**src/rtl/core/ite_pkg.sv**
```systemverilog
package ite_pkg;

    // Default arithmetic format: signed Q16.16
    localparam int VALUE_WIDTH_DEF = 32;
    localparam int FRAC_BITS_DEF   = 16;

    // Fixed port field widths
    localparam int FUNC_W    = 3;
    localparam int OPERAND_W = 32;
    localparam int STATUS_W  = 3;

    // Stack sizes
    localparam int VDEPTH = 4;
    localparam int ODEPTH = 3;
    localparam int VCNT_W = 3;
    localparam int OCNT_W = 2;
    localparam int PREC_W = 2;

    typedef enum logic [FUNC_W-1:0] {
        F_NUM,
        F_ADD,
        F_SUB,
        F_MUL,
        F_DIV,
        F_GE,
        F_LE
    } t_func;

    typedef enum logic [STATUS_W-1:0] {
        ST_VALUE,
        ST_TRUE,
        ST_FALSE,
        ST_BAD,
        ST_DIV_ZERO
    } t_status;

    typedef enum logic [1:0] {
        ALU_ADD,
        ALU_MUL,
        ALU_DIV
    } t_alu_op;

    typedef enum logic [2:0] {
        S_IDLE,
        S_REDUCE,
        S_ALU,
        S_FINISH,
        S_DONE
    } t_state;

    typedef struct packed {
        logic    start;
        t_alu_op op;
    } t_alu_ctl;

    // Binding strength: mul/div over add over comparison
    function automatic logic [PREC_W-1:0] prec_of(input t_func code);
        logic [PREC_W-1:0] p;
        case (code)
            F_ADD, F_SUB: p = PREC_W'(2);
            F_MUL, F_DIV: p = PREC_W'(3);
            F_GE, F_LE:   p = PREC_W'(1);
            default:      p = '0;
        endcase
        return p;
    endfunction

endpackage

```
**src/rtl/core/ite_intf.sv**
```systemverilog
interface ite_tok_if import ite_pkg::*; ();
    logic                        valid;
    logic                        ready;
    logic [FUNC_W-1:0]           func;
    logic signed [OPERAND_W-1:0] operand_value;
    logic                        last;

    modport source (output valid, func, operand_value, last, input ready);
    modport sink   (input valid, func, operand_value, last, output ready);
endinterface

interface ite_res_if import ite_pkg::*; ();
    logic                        valid;
    logic                        ready;
    logic signed [OPERAND_W-1:0] result_value;
    logic [STATUS_W-1:0]         status;

    modport source (output valid, result_value, status, input ready);
    modport sink   (input valid, result_value, status, output ready);
endinterface

```
**src/rtl/core/ite_alu.sv**
```systemverilog
// Shared iterative unit: saturating add (one step), shift-add multiply
// (one bit per step), restoring divide (one quotient bit per step).
module ite_alu import ite_pkg::*; #(
    parameter int VALUE_WIDTH = VALUE_WIDTH_DEF,
    parameter int FRAC_BITS   = FRAC_BITS_DEF
) (
    input  logic                          i_clk,
    input  logic                          i_rst_n,
    input  t_alu_ctl                      i_ctl,
    input  logic signed [VALUE_WIDTH-1:0] i_y,
    input  logic signed [VALUE_WIDTH-1:0] i_x,
    output logic                          o_done,
    output logic signed [VALUE_WIDTH-1:0] o_result
);

    localparam int W    = VALUE_WIDTH;
    localparam int F    = FRAC_BITS;
    localparam int LW   = W + F;
    localparam int HW   = W + 1;
    localparam int AW   = W + 2;
    localparam int MW   = (2 * W > LW) ? 2 * W : LW;
    localparam int CNTW = $clog2(LW + 1);

    localparam logic [W-1:0] VMAX_U = {1'b0, {(W-1){1'b1}}};
    localparam logic [W-1:0] VMIN_U = ~VMAX_U;

    logic            r_busy;
    logic            r_done;
    logic [CNTW-1:0] r_cnt;
    t_alu_op         r_op;
    logic            r_neg;
    logic [HW-1:0]   r_hi;
    logic [LW-1:0]   r_lo;
    logic [W-1:0]    r_opnd;

    logic [W-1:0]    w_mag_y;
    logic [W-1:0]    w_mag_x;
    logic [HW-1:0]   w_shift;
    logic [AW-1:0]   w_a;
    logic [AW-1:0]   w_b;
    logic            w_cin;
    logic [AW-1:0]   w_sum;
    logic            w_fit;
    logic [2*W-1:0]  w_prod;
    logic [MW-1:0]   w_q;
    logic [W-1:0]    w_lim;
    logic [W-1:0]    w_mag;
    logic [W-1:0]    w_md;
    logic [W-1:0]    w_add;

    assign w_mag_y = i_y[W-1] ? W'(-i_y) : W'(i_y);
    assign w_mag_x = i_x[W-1] ? W'(-i_x) : W'(i_x);
    assign w_shift = {r_hi[W-1:0], r_lo[LW-1]};

    // the one adder
    always_comb begin
        case (r_op)
            ALU_MUL: begin
                w_a   = {1'b0, r_hi};
                w_b   = r_lo[F] ? AW'(r_opnd) : '0;
                w_cin = 1'b0;
            end
            ALU_DIV: begin
                w_a   = AW'(w_shift);
                w_b   = ~AW'(r_opnd);
                w_cin = 1'b1;
            end
            default: begin
                w_a   = {r_hi[HW-1], r_hi};
                w_b   = {{2{r_opnd[W-1]}}, r_opnd};
                w_cin = 1'b0;
            end
        endcase
    end

    assign w_sum = w_a + w_b + AW'(w_cin);
    assign w_fit = ~w_sum[AW-1];

    always_ff @(posedge i_clk) begin
        if (!i_rst_n) begin
            r_busy <= 1'b0;
            r_done <= 1'b0;
            r_cnt  <= '0;
        end else begin
            r_done <= 1'b0;
            if (i_ctl.start) begin
                r_busy <= 1'b1;
                case (i_ctl.op)
                    ALU_MUL: r_cnt <= CNTW'(W);
                    ALU_DIV: r_cnt <= CNTW'(LW);
                    default: r_cnt <= CNTW'(1);
                endcase
            end else if (r_busy) begin
                r_cnt <= r_cnt - CNTW'(1);
                if (r_cnt == CNTW'(1)) begin
                    r_busy <= 1'b0;
                    r_done <= 1'b1;
                end
            end
        end
    end

    always_ff @(posedge i_clk) begin
        if (i_ctl.start) begin
            r_op  <= i_ctl.op;
            r_neg <= i_y[W-1] ^ i_x[W-1];
            case (i_ctl.op)
                ALU_MUL: begin
                    r_hi   <= '0;
                    r_opnd <= w_mag_y;
                    r_lo   <= LW'(w_mag_x) << F;
                end
                ALU_DIV: begin
                    r_hi   <= '0;
                    r_opnd <= w_mag_x;
                    r_lo   <= LW'(w_mag_y) << F;
                end
                default: begin
                    r_hi   <= {i_y[W-1], i_y};
                    r_opnd <= i_x;
                end
            endcase
        end else if (r_busy) begin
            case (r_op)
                ALU_MUL: begin
                    r_hi <= w_sum[HW:1];
                    r_lo <= {w_sum[0], r_lo[LW-1:1]};
                end
                ALU_DIV: begin
                    r_hi <= w_fit ? w_sum[HW-1:0] : w_shift;
                    r_lo <= {r_lo[LW-2:0], w_fit};
                end
                default: r_hi <= w_sum[HW-1:0];
            endcase
        end
    end

    // magnitude result, then clamp and sign
    assign w_prod = {r_hi[W-1:0], r_lo[LW-1:F]};
    assign w_q    = (r_op == ALU_MUL) ? MW'(w_prod >> F) : MW'(r_lo);
    assign w_lim  = r_neg ? VMIN_U : VMAX_U;
    assign w_mag  = (w_q > MW'(w_lim)) ? w_lim : w_q[W-1:0];
    assign w_md   = r_neg ? W'(-w_mag) : w_mag;

    assign w_add  = (r_hi[W] ^ r_hi[W-1]) ? (r_hi[W] ? VMIN_U : VMAX_U) : r_hi[W-1:0];

    assign o_result = (r_op == ALU_ADD) ? w_add : w_md;
    assign o_done   = r_done;

endmodule

```
**src/rtl/core/infix_token_evaluator_core.sv**
```systemverilog
// Channel   Dir  Payload                                  Handshake
// i_tok     in   func[2:0], operand_value[31:0], last      valid/ready
// o_res     out  result_value[31:0], status[2:0]           valid/ready
//
// Each operator token is followed by its reductions, up to three. Add, multiply and
// divide (Q16.16 by default) reduce on the shared arithmetic unit; comparison and
// divide by zero are reduced without it. The last token also runs the final
// reductions, which are skipped once an error is flagged.
// Synchronous active-low reset clears counts, flags and the result valid.
// The result sits in an output register; tokens of the next expression are taken
// while it waits, and a new result waits only if that register is full.
module infix_token_evaluator_core import ite_pkg::*; #(
    parameter int VALUE_WIDTH = VALUE_WIDTH_DEF,
    parameter int FRAC_BITS   = FRAC_BITS_DEF
) (
    input  logic      i_clk,
    input  logic      i_rst_n,
    ite_tok_if.sink   i_tok,
    ite_res_if.source o_res
);

    localparam int W  = VALUE_WIDTH;
    localparam int CW = (W > OPERAND_W) ? W : OPERAND_W;

    localparam logic signed [W-1:0]  VMAX_W  = {1'b0, {(W-1){1'b1}}};
    localparam logic signed [W-1:0]  VMIN_W  = ~VMAX_W;
    localparam logic signed [CW-1:0] VMAX_X  = {{(CW-W+1){1'b0}}, {(W-1){1'b1}}};
    localparam logic signed [CW-1:0] VMIN_X  = ~VMAX_X;
    localparam logic signed [CW-1:0] I32MAX_X = {{(CW-OPERAND_W+1){1'b0}},
                                                 {(OPERAND_W-1){1'b1}}};
    localparam logic signed [CW-1:0] I32MIN_X = ~I32MAX_X;

    // sequencer and stacks
    t_state                r_state, n_state;
    logic signed [W-1:0]   r_vstk [VDEPTH];
    logic signed [W-1:0]   n_vstk [VDEPTH];
    logic [VCNT_W-1:0]     r_vcnt, n_vcnt;
    t_func                 r_ostk [ODEPTH];
    t_func                 n_ostk [ODEPTH];
    logic [OCNT_W-1:0]     r_ocnt, n_ocnt;

    // expression status
    logic                  r_neg_next, n_neg_next;
    logic                  r_cmp_seen, n_cmp_seen;
    logic signed [W-1:0]   r_cmp_right, n_cmp_right;
    t_func                 r_cmp_kind, n_cmp_kind;
    logic                  r_err_bad, n_err_bad;
    logic                  r_err_div, n_err_div;

    // operator token in flight
    t_func                 r_code, n_code;
    logic [PREC_W-1:0]     r_prec, n_prec;
    logic                  r_fin, n_fin;
    logic                  r_last, n_last;

    // output register
    logic                  r_out_valid, n_out_valid;
    logic [OPERAND_W-1:0]  r_out_value, n_out_value;
    t_status               r_out_status, n_out_status;

    logic                  w_err;
    logic                  w_is_cmp;
    logic                  w_func_ok;
    t_func                 w_code;
    logic signed [CW-1:0]  w_in_ext;
    logic signed [W-1:0]   w_in_sat;
    logic signed [W-1:0]   w_in_val;
    logic                  w_can_reduce;
    logic signed [CW-1:0]  w_out_ext;
    logic [OPERAND_W-1:0]  w_out32;
    logic [OPERAND_W-1:0]  w_fin_value;
    t_status               w_fin_status;
    t_alu_ctl              w_alu_ctl;
    logic                  w_alu_done;
    logic signed [W-1:0]   w_alu_res;

    ite_alu #(
        .VALUE_WIDTH (W),
        .FRAC_BITS   (FRAC_BITS)
    ) u_alu (
        .i_clk    (i_clk),
        .i_rst_n  (i_rst_n),
        .i_ctl    (w_alu_ctl),
        .i_y      (r_vstk[1]),
        .i_x      (r_vstk[0]),
        .o_done   (w_alu_done),
        .o_result (w_alu_res)
    );

    assign w_err = r_err_bad | r_err_div;

    // operator decode: subtract goes on the stack as add, negating the next number
    assign w_is_cmp  = (i_tok.func == F_GE) || (i_tok.func == F_LE);
    assign w_func_ok = (i_tok.func inside {F_ADD, F_SUB, F_MUL, F_DIV, F_GE, F_LE})
                       && !(w_is_cmp && r_cmp_seen);
    assign w_code    = (i_tok.func == F_SUB) ? F_ADD : t_func'(i_tok.func);

    // number: widen, clamp to value range, optional saturating negate
    assign w_in_ext = CW'(i_tok.operand_value);
    always_comb begin
        if (w_in_ext > VMAX_X) begin
            w_in_sat = VMAX_W;
        end else if (w_in_ext < VMIN_X) begin
            w_in_sat = VMIN_W;
        end else begin
            w_in_sat = w_in_ext[W-1:0];
        end
    end
    assign w_in_val = !r_neg_next ? w_in_sat :
                      (w_in_sat == VMIN_W) ? VMAX_W : -w_in_sat;

    // top operator reduces if two or more values are stacked and it binds no looser
    assign w_can_reduce = (r_vcnt > VCNT_W'(1)) && (r_ocnt != '0)
                          && (r_prec <= prec_of(r_ostk[0]));

    // final value clamped to the 32-bit result field
    assign w_out_ext = CW'(r_vstk[0]);
    always_comb begin
        if (w_out_ext > I32MAX_X) begin
            w_out32 = I32MAX_X[OPERAND_W-1:0];
        end else if (w_out_ext < I32MIN_X) begin
            w_out32 = I32MIN_X[OPERAND_W-1:0];
        end else begin
            w_out32 = w_out_ext[OPERAND_W-1:0];
        end
    end

    // status priority: bad expression, divide by zero, leftovers, comparison
    always_comb begin
        w_fin_value = '0;
        if (r_err_bad) begin
            w_fin_status = ST_BAD;
        end else if (r_err_div) begin
            w_fin_status = ST_DIV_ZERO;
        end else if (r_ocnt != '0 || r_vcnt != VCNT_W'(1)) begin
            w_fin_status = ST_BAD;
        end else if (r_cmp_seen) begin
            case (r_cmp_kind)
                F_GE:    w_fin_status = (r_vstk[0] >= r_cmp_right) ? ST_TRUE : ST_FALSE;
                F_LE:    w_fin_status = (r_vstk[0] <= r_cmp_right) ? ST_TRUE : ST_FALSE;
                default: w_fin_status = ST_BAD;
            endcase
        end else begin
            w_fin_status = ST_VALUE;
            w_fin_value  = w_out32;
        end
    end

    always_comb begin
        n_state      = r_state;
        n_vstk       = r_vstk;
        n_vcnt       = r_vcnt;
        n_ostk       = r_ostk;
        n_ocnt       = r_ocnt;
        n_neg_next   = r_neg_next;
        n_cmp_seen   = r_cmp_seen;
        n_cmp_right  = r_cmp_right;
        n_cmp_kind   = r_cmp_kind;
        n_err_bad    = r_err_bad;
        n_err_div    = r_err_div;
        n_code       = r_code;
        n_prec       = r_prec;
        n_fin        = r_fin;
        n_last       = r_last;
        n_out_valid  = r_out_valid;
        n_out_value  = r_out_value;
        n_out_status = r_out_status;
        w_alu_ctl.start = 1'b0;
        w_alu_ctl.op    = ALU_ADD;

        if (r_out_valid && o_res.ready) begin
            n_out_valid = 1'b0;
        end

        case (r_state)
            S_IDLE: begin
                if (i_tok.valid) begin
                    if (i_tok.func == F_NUM) begin
                        // tokens after an error are dropped until the last one
                        if (!w_err) begin
                            n_neg_next = 1'b0;
                            if (r_vcnt >= VCNT_W'(VDEPTH)) begin
                                n_err_bad = 1'b1;
                            end else begin
                                n_vstk[0] = w_in_val;
                                for (int i = 1; i < VDEPTH; i++) begin
                                    n_vstk[i] = r_vstk[i-1];
                                end
                                n_vcnt = r_vcnt + VCNT_W'(1);
                            end
                        end
                        if (i_tok.last) begin
                            n_state = S_FINISH;
                        end
                    end else if (w_err || !w_func_ok) begin
                        if (!w_err) begin
                            n_err_bad = 1'b1;
                        end
                        // an expression may not end on an operator
                        if (i_tok.last) begin
                            n_err_bad = 1'b1;
                            n_state   = S_DONE;
                        end
                    end else begin
                        if (i_tok.func == F_SUB) begin
                            n_neg_next = 1'b1;
                        end
                        n_code  = w_code;
                        n_prec  = prec_of(w_code);
                        n_fin   = 1'b0;
                        n_last  = i_tok.last;
                        n_state = S_REDUCE;
                    end
                end
            end

            S_FINISH: begin
                n_cmp_kind = F_NUM;
                if (w_err) begin
                    n_state = S_DONE;
                end else begin
                    n_prec  = '0;
                    n_fin   = 1'b1;
                    n_state = S_REDUCE;
                end
            end

            S_REDUCE: begin
                if (w_can_reduce) begin
                    if (r_ostk[0] == F_GE || r_ostk[0] == F_LE) begin
                        // comparison: park the right side, left stays on the stack
                        n_cmp_right = r_vstk[0];
                        if (r_fin) begin
                            n_cmp_kind = r_ostk[0];
                        end
                        for (int i = 0; i < VDEPTH - 1; i++) begin
                            n_vstk[i] = r_vstk[i+1];
                        end
                        n_vcnt = r_vcnt - VCNT_W'(1);
                        for (int i = 0; i < ODEPTH - 1; i++) begin
                            n_ostk[i] = r_ostk[i+1];
                        end
                        n_ocnt = r_ocnt - OCNT_W'(1);
                    end else if (r_ostk[0] == F_DIV && r_vstk[0] == '0) begin
                        // divide by zero: flag it, quotient taken as zero
                        n_err_div = 1'b1;
                        n_vstk[0] = '0;
                        for (int i = 1; i < VDEPTH - 1; i++) begin
                            n_vstk[i] = r_vstk[i+1];
                        end
                        n_vcnt = r_vcnt - VCNT_W'(1);
                        for (int i = 0; i < ODEPTH - 1; i++) begin
                            n_ostk[i] = r_ostk[i+1];
                        end
                        n_ocnt = r_ocnt - OCNT_W'(1);
                    end else begin
                        w_alu_ctl.start = 1'b1;
                        case (r_ostk[0])
                            F_MUL:   w_alu_ctl.op = ALU_MUL;
                            F_DIV:   w_alu_ctl.op = ALU_DIV;
                            default: w_alu_ctl.op = ALU_ADD;
                        endcase
                        n_state = S_ALU;
                    end
                end else if (r_fin) begin
                    n_state = S_DONE;
                end else begin
                    if (r_code == F_GE || r_code == F_LE) begin
                        n_cmp_seen = 1'b1;
                    end
                    if (r_ocnt >= OCNT_W'(ODEPTH)) begin
                        n_err_bad = 1'b1;
                    end else begin
                        n_ostk[0] = r_code;
                        for (int i = 1; i < ODEPTH; i++) begin
                            n_ostk[i] = r_ostk[i-1];
                        end
                        n_ocnt = r_ocnt + OCNT_W'(1);
                    end
                    if (r_last) begin
                        n_err_bad = 1'b1;
                        n_state   = S_DONE;
                    end else begin
                        n_state = S_IDLE;
                    end
                end
            end

            S_ALU: begin
                // pop two values, push the result, pop the operator
                if (w_alu_done) begin
                    n_vstk[0] = w_alu_res;
                    for (int i = 1; i < VDEPTH - 1; i++) begin
                        n_vstk[i] = r_vstk[i+1];
                    end
                    n_vcnt = r_vcnt - VCNT_W'(1);
                    for (int i = 0; i < ODEPTH - 1; i++) begin
                        n_ostk[i] = r_ostk[i+1];
                    end
                    n_ocnt  = r_ocnt - OCNT_W'(1);
                    n_state = S_REDUCE;
                end
            end

            S_DONE: begin
                if (!r_out_valid || o_res.ready) begin
                    n_out_valid  = 1'b1;
                    n_out_value  = w_fin_value;
                    n_out_status = w_fin_status;
                    n_vcnt       = '0;
                    n_ocnt       = '0;
                    n_neg_next   = 1'b0;
                    n_cmp_seen   = 1'b0;
                    n_err_bad    = 1'b0;
                    n_err_div    = 1'b0;
                    n_state      = S_IDLE;
                end
            end

            default: n_state = S_IDLE;
        endcase
    end

    always_ff @(posedge i_clk) begin
        if (!i_rst_n) begin
            r_state     <= S_IDLE;
            r_vcnt      <= '0;
            r_ocnt      <= '0;
            r_neg_next  <= 1'b0;
            r_cmp_seen  <= 1'b0;
            r_cmp_kind  <= F_NUM;
            r_err_bad   <= 1'b0;
            r_err_div   <= 1'b0;
            r_prec      <= '0;
            r_fin       <= 1'b0;
            r_last      <= 1'b0;
            r_out_valid <= 1'b0;
        end else begin
            r_state     <= n_state;
            r_vcnt      <= n_vcnt;
            r_ocnt      <= n_ocnt;
            r_neg_next  <= n_neg_next;
            r_cmp_seen  <= n_cmp_seen;
            r_cmp_kind  <= n_cmp_kind;
            r_err_bad   <= n_err_bad;
            r_err_div   <= n_err_div;
            r_prec      <= n_prec;
            r_fin       <= n_fin;
            r_last      <= n_last;
            r_out_valid <= n_out_valid;
        end
    end

    always_ff @(posedge i_clk) begin
        r_vstk       <= n_vstk;
        r_ostk       <= n_ostk;
        r_cmp_right  <= n_cmp_right;
        r_code       <= n_code;
        r_out_value  <= n_out_value;
        r_out_status <= n_out_status;
    end

    assign i_tok.ready        = (r_state == S_IDLE);
    assign o_res.valid        = r_out_valid;
    assign o_res.result_value = r_out_value;
    assign o_res.status       = r_out_status;

endmodule

```
**src/flat_wrapper.sv**
```systemverilog
// flat-port wrapper written by rule: the top's interface ports become plain ports
module infix_token_evaluator_core_flat import ite_pkg::*;
#(
    parameter int VALUE_WIDTH = VALUE_WIDTH_DEF,
    parameter int FRAC_BITS   = FRAC_BITS_DEF
)
  (i_clk, i_rst_n, i_tok_valid, i_tok_func, i_tok_operand_value, i_tok_last, i_tok_ready, o_res_valid, o_res_result_value, o_res_status, o_res_ready);
  ite_tok_if i_tok_i ();
  ite_res_if o_res_i ();
  input  logic i_clk;
  input  logic i_rst_n;
  input wire logic [$bits(i_tok_i.valid)-1:0] i_tok_valid;
  input wire logic [$bits(i_tok_i.func)-1:0] i_tok_func;
  input wire logic [$bits(i_tok_i.operand_value)-1:0] i_tok_operand_value;
  input wire logic [$bits(i_tok_i.last)-1:0] i_tok_last;
  output wire logic [$bits(i_tok_i.ready)-1:0] i_tok_ready;
  output wire logic [$bits(o_res_i.valid)-1:0] o_res_valid;
  output wire logic [$bits(o_res_i.result_value)-1:0] o_res_result_value;
  output wire logic [$bits(o_res_i.status)-1:0] o_res_status;
  input wire logic [$bits(o_res_i.ready)-1:0] o_res_ready;
  assign i_tok_i.valid = i_tok_valid;
  assign i_tok_i.func = i_tok_func;
  assign i_tok_i.operand_value = i_tok_operand_value;
  assign i_tok_i.last = i_tok_last;
  assign i_tok_ready = i_tok_i.ready;
  assign o_res_valid = o_res_i.valid;
  assign o_res_result_value = o_res_i.result_value;
  assign o_res_status = o_res_i.status;
  assign o_res_i.ready = o_res_ready;
  infix_token_evaluator_core #(.VALUE_WIDTH(VALUE_WIDTH), .FRAC_BITS(FRAC_BITS)) u_core (.i_clk(i_clk), .i_rst_n(i_rst_n), .i_tok(i_tok_i), .o_res(o_res_i));
endmodule
```
**config.mk**
```make
export PLATFORM = sky130hd
export DESIGN_NAME = infix_token_evaluator_core_flat
export DESIGN_NICKNAME = d
export VERILOG_FILES = /design/src/rtl/core/ite_pkg.sv /design/src/rtl/core/ite_intf.sv /design/src/rtl/core/ite_alu.sv /design/src/rtl/core/infix_token_evaluator_core.sv /design/src/flat_wrapper.sv
export SDC_FILE = /design/constraint.sdc
export NUM_CORES = 1
export LEC_CHECK = 0
export BUFFER_PORTS_ARGS = -buffer_cell sky130_fd_sc_hd__clkbuf_2
export CAP_MARGIN = 0
export CORE_MARGIN = 2
export CORE_UTILIZATION = 45
export DETAILED_ROUTE_END_ITERATION = 7
export RECOVER_POWER = 50
export SYNTH_ARGS = -nofsm -noshare
export SYNTH_HDL_FRONTEND = slang
export SYNTH_SLANG_ARGS = --single-unit
```
**constraint.sdc**
```tcl
create_clock -name i_clk -period 11.8 [get_ports i_clk]
set_clock_uncertainty 0.15 [all_clocks]
set_input_delay 2.36 -clock i_clk [delete_from_list [all_inputs] [get_ports i_clk]]
set_output_delay 2.36 -clock i_clk [all_outputs]
set_load 0.05 [all_outputs]
```
### Word level (Yosys, flattened, before mapping)

Index checks and enable logic that the tools add are counted.

| storage, ports and cells | value |
|---|---|
| flip-flop bits (word level) | 351 |
| bits of input ports | 40 |
| output and inout bits | 37 |
| logic and storage cells | 333 |

| cells by class | value |
|---|---|
| add/subtract/negate cells | 11 |
| $lt $le $gt $ge | 11 |
| equality and inequality tests | 66 |
| multiplexer cells | 140 |
| bitwise operators | 14 |
| reductions and logical operators | 59 |

Operators by type and width:

| operator | number |
|---|---|
| 128-bit 2-to-1 mux | 4 |
| 32-bit 2-to-1 mux | 14 |
| 96-bit 2-to-1 mux | 4 |
| 96-bit one-hot mux with 3 select lines | 1 |
| 48-bit one-hot mux with 2 select lines | 2 |
| 48-bit 2-to-1 mux | 3 |
| 34-bit one-hot mux with 2 select lines | 2 |
| 33-bit 2-to-1 mux | 4 |
| 32-bit negator | 4 |
| 3-bit 2-to-1 mux | 32 |
| 33-bit one-hot mux with 2 select lines | 1 |
| 32-bit greater-than comparator, second input constant | 2 |
| 32-bit < comparator, second input constant | 2 |
| 32-bit one-hot mux with 2 select lines | 1 |
| 48-bit by 32-bit greater-than comparator with 1-bit output | 1 |
| 3-bit equality test, second input constant | 14 |
| 6-bit 2-to-1 mux | 6 |
| 34-bit by 1-bit adder with 34-bit output | 1 |
| 34-bit adder | 1 |
| 1-bit 2-to-1 mux | 34 |
| 32-bit inverter with 34-bit output | 1 |
| 32-bit equality test, second input constant | 1 |
| 32-bit greater-or-equal comparator | 1 |
| 32-bit <= comparator | 1 |
| other kinds (57) | 164 |

### Depth between registers and ports, before layout

| logic depth | value |
|---|---|
| depth in word-level cells | 11 |
| mapped depth | 28 |
| depth with buffers taken out | 22 |

### Cells and area by module

Synthesis repeated with hierarchy kept, for this count alone.

| unflattened totals | value |
|---|---|
| cells, all modules | 2611 |
| area, all modules | 24589.8 µm² |

Modules (own cells, without submodules):

| module | times used | cells an instance | area each (µm²) | sequential area each (µm²) |
|---|---|---|---|---|
| ite_alu | 1 | 1703 | 13575.5 | 3643.5 |
| infix_token_evaluator_core | 1 | 908 | 11014.3 | 6616.3 |

### Least setup slack after synthesis

OpenSTA, ideal clock, no wires.

| timing path | value |
|---|---|
| path type | input to register |
| start | input i_tok_func[0] |
| end | register u_core.r_vstk[32] in the netlist's numbering, enable pin |
| library setup time | 0.552 ns |
| arrival time | 7.802 ns |
| required time | 11.098 ns |
| slack | 3.297 ns |
| stages | 7 |
| cells stage by stage | nor3_1 > nand3_1 > nor3_1 > o21ai_0 > o211a_1 > a211o_1 > nor2_1 |

| between the ends | value |
|---|---|
| cells in the longest elaborated chain, start to end | 3 |

Ends and longest elaborated chain:

| what | RTL line | source |
|---|---|---|
| start, declared | flat_wrapper.sv:13 | `input wire logic [$bits(i_tok_i.func)-1:0] i_tok_func;` |
| 3-bit logical NOT | infix_token_evaluator_core.sv:178 | `if (i_tok.func == F_NUM) begin` |
| 2-bit by 1-bit inequality test with 1-bit output (no source line) | - |  |
| 8-bit AND reduction (no source line) | - |  |
| end signal, assigned | infix_token_evaluator_core.sv:355 | `r_vstk <= n_vstk;` |
| end, declared | infix_token_evaluator_core.sv:35 | `logic signed [W-1:0] r_vstk [VDEPTH];` |

Every way passes these cells.
A chain may end at the register's enable or synchronous reset.

### Final worst setup path

| timing path | value |
|---|---|
| start | register u_core.r_vstk (netlist bit u_core.w_out_ext[14]) |
| end | register u_core.u_alu.r_lo[40], data pin |

| between the ends | value |
|---|---|
| cells in the longest elaborated chain, start to end | 9 |
| elaborated cells on any way between the ends | 12 |
| classes of those cells | 1 x add/sub; 2 x eq/ne; 7 x mux; 2 x reduce/logical |

Ends and longest elaborated chain:

| what | RTL line | source |
|---|---|---|
| parallel branches: the longest is 8 deep, another holds 32-bit negator | - |  |
| 48-bit 2-to-1 mux * | ite_alu.sv:104 | `if (i_ctl.start) begin` |
| end signal, assigned | ite_alu.sv:111 | `r_lo <= LW'(w_mag_x) << F;` |
| end signal, assigned | ite_alu.sv:116 | `r_lo <= LW'(w_mag_y) << F;` |
| end signal, assigned | ite_alu.sv:127 | `r_lo <= {w_sum[0], r_lo[LW-1:1]};` |
| end, declared | ite_alu.sv:33 | `logic [LW-1:0] r_lo;` |

Every way passes the cells marked *. The select of a mux whose other input is x is not followed.

==> run metrics <==
Final setup viols=0; Core Box Area=53600 um^2; Worst Hold Class=reg -> reg; most frequent cell after synthesis=edfxtp_1; post-synth top area share=0.3987; Post-synth EDFFs=323; WP data required=11.93 ns; first-pass GRT wire length=137.2 mm; largest net degree at the start of global routing=99; MaxCap Viol Count=8; worst r2r path cells=12; Die Area=55940 um^2; Slowest-stage cell, CP=clkinvlp_2; synthesized area=24330 um^2; Commonest cells post-synth=edfxtp_1 (323), nand2_1 (230), a21oi_1 (223); synth top area cells=edfxtp_1 (40%), ha_1 (6.0%), a21oi_1 (4.6%); All-Layer GR Usage=0.3286; Cell Count, Final, Fillers Out=between 3000 and 4000; gpl congestion=0.9714; Design Area, Final=26420 um^2; worst skew pair latency=0.60 ns; Rows=85; final worst path period share=0.7617; PortBufs=76; Layout area overhead=8.594%; Routed Antenna Nets=0; sequential-to-total area share from yosys stat=0.4217; critical path startpoint category=flop; CP Capture Type=flop; synth warn=0; Worst path depth=12; pre-CTS WS=a little under 5 ns; Yosys top cell by area=edfxtp_1; filler instances=5153; pwr dens=159.9 nW/um^2; Starting Density=0.4539; WP data arrival=9.12 ns; CTS tree=done; static leakage=9.441 nW; critical path fanouts, max=74; Die Ht=236.5 um; total gr overflow=0; minimum clock period=around 9 ns; placed inst area=approximately 25000 um^2; Tot Pwr=4.224 mW; Fin Setup TNS=0 ns; Root Buffer=clkbuf_16; Longest Clk Path Bufs=3; post_cts resized=0; Hold Buf Count CTS=0; CP Class=reg -> reg; DP Cell Count=~3200; buffer count from post-CTS setup fixing=0; RSZ-0062 raised after global routing=no; Post-route DRC=0; Vias=21990; clk sinks=351; Rel. slew slack=-0.9519; initial antenna violation count=2; Slew @ Worst Pin=2.928 ns; CP top delay family=buffers and inverters; maximum clock rate=about 0.11 GHz; IO Count=a little under 80; failing checks=max-capacitance violations, max-slew violations; Num CTS Buffers=a little over 40; H-tree Lvls=2; routed wire length=about 94 mm; Unique masters post-synth=88; VDD IR-drop max=approximately 0.17 mV; hold path cells=0; Initial DRT Pass Iterations=6; HPWL Detailed=~69 mm; ys async rst share=0; Hold WS=0.2938 ns; fin nets=2729; detail-routed via count per cell=6.672; vias in the first global route=20620; CTS clk-pin slew, worst paths=0.06 ns; syn_nets=2739; Buffers & Inverters on Critical Path=4; top_reg_cell synth=edfxtp_1; final setup margin=2.812 ns; area occupied by multi-input gates=13010 um^2; initial DRC count=2818; share of cells above drive strength 1=0.07195; Avg Cell Area, Syn=about 9.4 um^2; synthesized instance count=between 2000 and 3000; Util after Layout=0.4929; register area=10260 um^2; outcome=finished, violations left; Final Max Tran Viols=330; CP max stage delay=2.15 ns; endpoints failing hold=0; number of synthesized register bits=351; Wirelength per Cell=about 29 um; CP Cell Sequence=clkbuf_1 -> or4_1 -> nor4_1 -> nand3_1 -> o41ai_1 -> nand3_1 -> nand2_2 -> clkbuf_1 -> clkinvlp_2 -> buf_4 -> o211ai_1 -> o21ai_0; DIE WIDTH=236.5 um
[final cells by class]
type	instances	area share
clock buffers	49	0.03997
inverters	107	0.01525
diodes	1	0.00009472
flip-flops and latches	351	0.3883
repair buffers	122	0.02292
multi-input cells	1947	0.4923
well taps	696	0.03296
clock inverters	23	0.008193
[power by group]
| group | switching (mW) | total [mW] | leakage (nW) | internal [mW] |
|---|---|---|---|---|
| sequential | 0.274 | 1.87 | 3.19 | 1.60 |
| clock | 0.545 | 1.23 | 0.625 | 0.690 |
| combinational | 0.744 | 1.12 | 5.63 | 0.374 |
| total | 1.56 | 4.22 | 9.44 | 2.66 |
[cell usage in the layout, fill, tap and decap left out, drive strengths merged, types with 37 or more instances in the layout]
cell,instances
nand3,60
ha,117
xnor2,76
nor4,39
mux2i,75
clkbuf,144
nor2,147
o21ai,202
nor2b,37
a22o,94
nor3,72
a21oi,223
a22oi,37
edfxtp,323
nand2,230
inv,106
a211oi,54
[final timing paths]
check | from | end | slack (ns)
setup / recovery | u_core.w_out_ext[14]$_DFFE_PP_ | u_core.u_alu.r_lo[40]$_DFFE_PP_ | 2.81
hold / removal | u_core.r_vstk[49]$_DFFE_PP_ | u_core.r_vstk[17]$_DFFE_PP_ | 0.29
setup reg to reg | u_core.w_out_ext[14]$_DFFE_PP_ | u_core.u_alu.r_lo[40]$_DFFE_PP_ | 2.81
hold reg to reg | u_core.r_vstk[49]$_DFFE_PP_ | u_core.r_vstk[17]$_DFFE_PP_ | 0.29
[logic make-up (layout without fill, tap and decap cells)]
logic type | Yosys count | after routing | share of synthesized area
XOR/XNOR | 107 | 107 | 0.03883
other | 0 | 1 | 0
flip-flops | 351 | 351 | 0.4217
AO/OA/AOI/OAI | 868 | 868 | 0.2369
AND/OR/NAND/NOR | 754 | 754 | 0.1533
buffers and inverters | 282 | 301 | 0.04495
multiplexers | 99 | 99 | 0.04248
adder cells (fa/ha/maj) | 119 | 119 | 0.06182
[state kept, by name (all words and copies together) (netlist names), 2 cells and up]
| register | count |
|---|---|
| u_core.r_vcnt | 3 |
| u_core.r_code | 3 |
| u_core.u_alu.r_hi | 33 |
| u_core.r_cmp_right | 32 |
| u_core.w_out_ext | 32 |
| u_core.r_ocnt | 2 |
| u_core.r_ostk | 9 |
| u_core.o_res.result_value | 32 |
| u_core.r_vstk | 96 |
| u_core.o_res.status | 3 |
| u_core.u_alu.r_opnd | 32 |
| u_core.u_alu.r_op | 2 |
| u_core.r_cmp_kind | 3 |
| u_core.r_prec | 2 |
| u_core.r_state | 3 |
| u_core.u_alu.r_lo | 48 |
| u_core.u_alu.r_cnt | 6 |
[layer usage]
layer,up-vias,global-route usage,share of wire
met4,0,0.1807,0.063
met2,1189,0.4880,0.43
met1,10750,0.4620,0.42
li1,9807,-,-
met3,245,0.04756,0.091
met5,-,0,0
No activity file was read; power rests on OpenSTA's default activity.
